### src/rtl/scht_pkg.sv
// Package: types, constants and state encoding for the sorted chain hash table
package scht_pkg;
  localparam int NUM_BUCKETS = 128;
  localparam int NUM_NODES   = 256;
  localparam int BW = $clog2(NUM_BUCKETS);
  localparam int NW = $clog2(NUM_NODES);
  localparam int LW = NW + 1;
  localparam int KW = 31;

  localparam logic [1:0] OP_INSERT = 2'd0;
  localparam logic [1:0] OP_REMOVE = 2'd1;
  localparam logic [1:0] OP_SEARCH = 2'd2;
  localparam logic [1:0] OP_CLEAR  = 2'd3;

  localparam logic [1:0] ST_OK       = 2'd0;
  localparam logic [1:0] ST_NOTFOUND = 2'd1;
  localparam logic [1:0] ST_FULL     = 2'd2;

  localparam logic [LW-1:0] NIL = LW'(NUM_NODES);

  typedef struct packed {
    logic [1:0]    operation;
    logic [KW-1:0] key;
  } req_t;

  typedef struct packed {
    logic [1:0] status;
    logic [6:0] bucket_index;
  } rsp_t;

  typedef enum logic [3:0] {
    S_IDLE, S_HEAD, S_ALLOC, S_FREERD, S_CHECK, S_LOAD, S_WAIT, S_COMMIT, S_RESP
  } state_t;

  typedef struct packed {
    logic accept;      // latch request
    logic head_rd;     // read bucket head
    logic alloc;       // take node (free list read issued in S_ALLOC)
    logic free_pop;    // free head <= link read
    logic step;        // prev <= cur, cur <= link
    logic node_rd;     // read key/link of cur
    logic commit;      // perform writes
    logic resp_load;
  } cmd_t;

  typedef struct packed {
    logic is_clear;
    logic is_insert;
    logic is_remove;
    logic use_free;
    logic pool_full;
    logic cur_nil;
    logic advance;     // continue walk
    logic hit;         // key match at cur
  } sts_t;
endpackage

### src/rtl/scht_ctrl.sv
// Controller: state machine sequencing one operation through the datapath
module scht_ctrl import scht_pkg::*; (
  input  logic clk,
  input  logic rst,
  input  logic in_valid,
  output logic in_ready,
  output logic out_valid,
  input  logic out_ready,
  input  sts_t sts,
  output cmd_t cmd
);
  state_t state, state_next;
  logic   ov, ov_next;

  always_ff @(posedge clk) begin
    if (rst) begin
      state <= S_IDLE;
      ov <= 1'b0;
    end else begin
      state <= state_next;
      ov <= ov_next;
    end
  end

  assign out_valid = ov;

  always_comb begin
    state_next = state;
    case (state)
      S_IDLE:   if (in_valid && in_ready) state_next = S_HEAD;
      S_HEAD:   state_next = sts.is_clear ? S_RESP : (sts.is_insert ? S_ALLOC : S_LOAD);
      S_ALLOC:  state_next = sts.pool_full ? S_RESP : (sts.use_free ? S_FREERD : S_LOAD);
      S_FREERD: state_next = S_LOAD;
      S_LOAD:   state_next = S_WAIT;
      S_WAIT:   state_next = S_CHECK;
      S_CHECK: begin
        if (sts.cur_nil) state_next = sts.is_insert ? S_COMMIT : S_RESP;
        else if (sts.advance) state_next = S_WAIT;
        else state_next = (sts.is_insert || (sts.is_remove && sts.hit)) ? S_COMMIT : S_RESP;
      end
      S_COMMIT: state_next = S_RESP;
      S_RESP:   state_next = S_IDLE;
      default:  state_next = S_IDLE;
    endcase
  end

  always_comb begin
    cmd = '0;
    in_ready = (state == S_IDLE) && !(ov && !out_ready);
    ov_next = ov && !out_ready;
    case (state)
      S_IDLE:   cmd.accept = in_valid && in_ready;
      S_HEAD:   cmd.head_rd = 1'b1;
      S_ALLOC:  cmd.alloc = 1'b1;
      S_FREERD: cmd.free_pop = 1'b1;
      S_LOAD:   cmd.node_rd = 1'b1;
      S_WAIT:   cmd.node_rd = 1'b1;
      S_CHECK:  cmd.step = !sts.cur_nil && sts.advance;
      S_COMMIT: cmd.commit = 1'b1;
      S_RESP: begin
        cmd.resp_load = 1'b1;
        ov_next = 1'b1;
      end
      default: ;
    endcase
  end
endmodule

### config.mk
export PLATFORM = sky130hd
export DESIGN_NAME = scht_ctrl
export DESIGN_NICKNAME = d
export VERILOG_FILES = /design/src/rtl/scht_pkg.sv /design/src/rtl/scht_ctrl.sv
export SDC_FILE = /design/constraint.sdc
export NUM_CORES = 1
export LEC_CHECK = 0
export ABC_AREA = 0
export BUFFER_PORTS_ARGS = -buffer_cell sky130_fd_sc_hd__buf_2
export CORE_UTILIZATION = 29
export CTS_CLUSTER_DIAMETER = 80
export DETAILED_ROUTE_END_ITERATION = 12
export GPL_ROUTABILITY_DRIVEN = 0
export PLACE_DENSITY = 0.6
export SLEW_MARGIN = 20
export SYNTH_ARGS = -nofsm -noshare
export SYNTH_HDL_FRONTEND = slang
export SYNTH_SLANG_ARGS = --single-unit
### constraint.sdc
create_clock -name clk -period 4.2 [get_ports clk]
set_input_delay 1.26 -clock clk [delete_from_list [all_inputs] [get_ports clk]]
set_output_delay 1.26 -clock clk [all_outputs]
set_load 0.1 [all_outputs]
==> flow_summary.html <==
<table>
<tr><th>Metric</th><th>Value</th></tr>
<tr><th colspan="2">Status</th></tr>
<tr><td>Status</td><td>finished, final reports clean</td></tr>
<tr><th colspan="2">Clock tree</th></tr>
<tr><td>CTS max path bufs</td><td>2</td></tr>
<tr><td>Num Clock Sinks</td><td>5</td></tr>
<tr><td>Number of clock buffers inserted by TritonCTS</td><td>3</td></tr>
<tr><td>CTS tree</td><td>yes</td></tr>
<tr><td>Resized Gates After CTS</td><td>0</td></tr>
<tr><td>Post-CTS repair timing setup buffer count</td><td>0</td></tr>
<tr><td>Post-CTS Hold Buffers</td><td>0</td></tr>
<tr><td>Cell at the root of the clock tree</td><td>clkbuf_4</td></tr>
<tr><td>Insertion delay to the later sink of the worst-skew pair</td><td>between 0.2 and 0.25 ns</td></tr>
<tr><td>Clock-pin slew on the worst setup and hold paths</td><td>~0.040 ns</td></tr>
<tr><td>CTS H-tree lvls</td><td>1</td></tr>
<tr><th colspan="2">Timing</th></tr>
<tr><td>Transition time of the tightest slew-check pin</td><td>0.484 ns</td></tr>
<tr><td>Setup TNS</td><td>0 ns</td></tr>
<tr><td>Clock period minus worst slack</td><td>about 3.4 ns</td></tr>
<tr><td>Upper clock frequency limit</td><td>0.291 GHz</td></tr>
<tr><td>Unrepaired setup endpoints after global routing</td><td>false</td></tr>
<tr><td>Final cycle utilization of the critical path</td><td>around 82%</td></tr>
<tr><td>Setup violation total in the final timing report</td><td>0</td></tr>
<tr><td>Final count of hold timing violations</td><td>0</td></tr>
<tr><td>Largest clock skew in the final design</td><td>about 0.0012 ns</td></tr>
<tr><td>Final Slew Violations</td><td>0</td></tr>
<tr><td>Worst max-slew margin expressed relative to the limit</td><td>67.9%</td></tr>
<tr><th colspan="2">Logic synthesis</th></tr>
<tr><td>Post-synthesis cell area</td><td>412 sq um</td></tr>
<tr><td>Count of state elements after synthesis</td><td>5</td></tr>
<tr><td>Synthesized area per cell</td><td>between 7 and 8 sq um</td></tr>
<tr><td>Mapped Cells</td><td>56</td></tr>
<tr><td>Yosys synthesis warning count</td><td>0</td></tr>
<tr><td>Number of library cell types mapped by synthesis</td><td>25</td></tr>
<tr><td>Net Count, Synth</td><td>between 60 and 70</td></tr>
<tr><td>Sequential area share after synthesis</td><td>24.3%</td></tr>
<tr><th colspan="2">Die</th></tr>
<tr><td>CORE AREA</td><td>1320 sq um</td></tr>
<tr><td>Floorplan die width</td><td>39.7 um</td></tr>
<tr><td>IO Count</td><td>22</td></tr>
<tr><td>Chip height</td><td>a little under 40 um</td></tr>
<tr><td>Starting density of the core</td><td>a little under a third</td></tr>
<tr><td>Cell Rows</td><td>13</td></tr>
<tr><td>Full die area</td><td>1570 sq um</td></tr>
<tr><th colspan="2">Routing</th></tr>
<tr><td>Iter 0 DRT Violations</td><td>12</td></tr>
<tr><td>Antenna viol nets, final</td><td>0</td></tr>
<tr><td>Vias</td><td>roughly 470</td></tr>
<tr><td># DRC</td><td>0</td></tr>
<tr><td>Routed WL</td><td>around 910 um</td></tr>
<tr><td>Via density per instance</td><td>5.10</td></tr>
<tr><td>Routed WL per cell</td><td>between 9 and 10 um</td></tr>
<tr><td>Number of search-and-repair iterations in the first detailed-routing pass</td><td>4</td></tr>
<tr><th colspan="2">Global route</th></tr>
<tr><td>Total GRT Usage</td><td>between 10% and 20%</td></tr>
<tr><td>Wire length of the first global-routing pass</td><td>between 1000 and 1500 um</td></tr>
<tr><td>Via count of the first global-routing pass</td><td>329</td></tr>
<tr><td>Antenna violations before repair</td><td>0</td></tr>
<tr><td>Pin count of the biggest net entering global routing</td><td>12</td></tr>
<tr><td>Total congestion overflow</td><td>0</td></tr>
<tr><th colspan="2">Worst setup path</th></tr>
<tr><td>Worst Path Class, Setup</td><td>in -&gt; out</td></tr>
<tr><td>Reg-to-Reg Start</td><td>state[2]</td></tr>
<tr><td>Reg-to-reg critical path endpoint</td><td>state[3]</td></tr>
<tr><td>Most numerous cell on the critical path</td><td>buf_2</td></tr>
<tr><td>Slowest-stage cell, CP</td><td>buf_2</td></tr>
<tr><td>CP max stage delay</td><td>0.41 ns</td></tr>
<tr><td>Crit path required time</td><td>a little under 3 ns</td></tr>
<tr><td>CP max FO</td><td>3</td></tr>
<tr><td>Cells along the critical path</td><td>buf_2 -&gt; nand2b_1 -&gt; and3b_1 -&gt; and2_2 -&gt; buf_2</td></tr>
<tr><td>Buf/Inv on CP</td><td>2</td></tr>
<tr><td>Register-to-register path setup slack</td><td>2.87 ns</td></tr>
<tr><td>Count of cell instances traversed by the critical path</td><td>5</td></tr>
<tr><td>Cell family contributing the most delay on the critical path</td><td>buffers and inverters</td></tr>
<tr><td>Launching element type of the critical path</td><td>input pin</td></tr>
<tr><td>Worst Reg-to-Reg Cells</td><td>4</td></tr>
<tr><td>Critical Path End Type</td><td>output port</td></tr>
<tr><td>Arrival @ worst endpoint</td><td>about 2.2 ns</td></tr>
<tr><th colspan="2">Run</th></tr>
<tr><td>MaxCap Viol Count</td><td>0</td></tr>
<tr><th colspan="2">Placement</th></tr>
<tr><td>HPWL Detailed</td><td>roughly 730 um</td></tr>
<tr><td>Buffers added on ports</td><td>21</td></tr>
<tr><td>Cells after DPL</td><td>88</td></tr>
<tr><th colspan="2">Hold path</th></tr>
<tr><td>WHS Endpoint</td><td>out_valid</td></tr>
<tr><td>Type of the worst min-delay path</td><td>reg -&gt; reg</td></tr>
<tr><td>Origin of the worst min-delay path</td><td>out_valid</td></tr>
<tr><td>Cell count of the worst hold path</td><td>2</td></tr>
<tr><th colspan="2">Final layout</th></tr>
<tr><td>Final Core Density</td><td>approximately two fifths</td></tr>
<tr><td>Area grow syn2layout</td><td>30.4%</td></tr>
<tr><td>Filler cell count in the final layout</td><td>between 100 and 150</td></tr>
<tr><td>Final instance count without filler cells</td><td>~90</td></tr>
<tr><td>Diode count</td><td>0</td></tr>
<tr><td>Layout net count</td><td>90</td></tr>
<tr><td>Share of final-layout standard cells stronger than drive strength 1</td><td>approximately 38%</td></tr>
<tr><th colspan="2">Power</th></tr>
<tr><td>Highest ir drop seen on vdd</td><td>about 0.00014 V</td></tr>
<tr><td>Pwr dens</td><td>a little under 400 nW/um^2</td></tr>
<tr><td>Leakage</td><td>approximately 0.24 nW</td></tr>
</table>
synthesized netlist by cell type:
library cell / n / share of area (%)
a211o_2: 1 / 2.4
a21oi_1: 6 / 7.3
a31oi_1: 2 / 3.0
and2_1: 2 / 3.0
and3b_1: 2 / 4.3
buf_4: 2 / 3.6
buf_6: 1 / 2.7
clkbuf_2: 1 / 1.2
dfxtp_1: 5 / 24
inv_1: 3 / 2.7
nand2_1: 7 / 6.4
nand2b_1: 3 / 4.6
nand2b_4: 1 / 3.3
nand3b_1: 1 / 1.8
nand4b_1: 1 / 2.1
nor2_1: 4 / 3.6
nor3_1: 5 / 6.1
nor3_4: 1 / 4.0
nor3b_1: 1 / 1.8
o211ai_1: 1 / 1.8
o21ai_0: 2 / 2.4
o221ai_1: 1 / 2.1
o22ai_1: 1 / 1.5
or3_1: 1 / 1.5
or3b_1: 1 / 2.1
worst register-to-register path: stages (launching register included):
cell      delay, ns
dfxtp_1        0.52
nand2b_4       0.11
nor3_4         0.16
or3b_1         0.36
a21oi_1        0.12
per-layer routing:
layer  track usage [%]  share of wire, %  up-vias
met3              5.68               7.4        0
met5                 0                 0        -
met2              17.6                46       19
met4              6.03                 0        0
met1              15.6                47      209
li1                  -                 -      241
cells by family (layout without fill, tap and decap cells):
| logic type | after synthesis | count (layout) | synth area share, % |
|---|---|---|---|
| AND/OR/NAND/NOR | 30 | 30 | 44.7 |
| flip-flops | 5 | 5 | 24.3 |
| AO/OA/AOI/OAI | 14 | 14 | 20.7 |
| buffers and inverters | 7 | 28 | 10.3 |
power by group:
| group | internal (W) | leakage, nW | switching [W] |
|---|---|---|---|
| clock | 0.0000358 | 0.0150 | 0.0000178 |
| sequential | 0.0000511 | 0.0407 | 0.00000848 |
| combinational | 0.0000220 | 0.187 | 0.0000741 |
| total | 0.000109 | 0.243 | 0.000100 |
worst max path at each step:
stage / from / endpoint / slack (ns)
global placement: out_ready / cmd[7] / 0.78
global route: out_ready / cmd[7] / 0.69
finish: out_ready / cmd[7] / 0.76
floorplan: out_ready / cmd[7] / 0.13
CTS: out_ready / cmd[7] / 0.75
detailed placement: out_ready / cmd[7] / 0.75
registers in the layout (all words and copies together) (netlist names):
name       flops
state          4
out_valid      1
per-stage QoR:
stage	total power [W]	hold slack (ns)	setup slack (ns)	instance area [sq um]
finish	0.000209	0.525	0.759	537
global route	0.000222	0.570	0.688	537
CTS	0.000212	0.535	0.747	537
detailed placement	0.000157	0.528	0.747	510
global placement	0.000157	0.506	0.780	510
floorplan	0.000142	0.573	0.126	418
layout by cell type, fill, tap and decap left out:
master,count
a21oi_1,6
buf_2,21
clkbuf_1,1
nand2b_1,3
nand2b_4,1
a211o_2,1
o21ai_0,2
o221ai_1,1
nand3b_1,1
or3_1,1
a31oi_1,2
o22ai_1,1
nor3b_2,1
nand2_1,7
clkbuf_4,3
nor3_1,5
nand4b_1,1
o211ai_1,1
nor2_1,4
inv_1,3
and2_1,1
dfxtp_1,5
and2_2,1
or3b_1,1
nor3_4,1
and3b_1,2
area by class of cell:
| class | instances | area [sq um] | share of cell area, % |
|---|---|---|---|
| inverter | 3 | 11.3 | 2.10 |
| multi-input combinational | 44 | 275 | 51.3 |
| clock buffer | 4 | 26.3 | 4.90 |
| tap | 15 | 18.8 | 3.50 |
| sequential | 5 | 100 | 18.6 |
| timing repair buffer | 21 | 105 | 19.6 |
No activity file was read; power rests on OpenSTA's default activity.
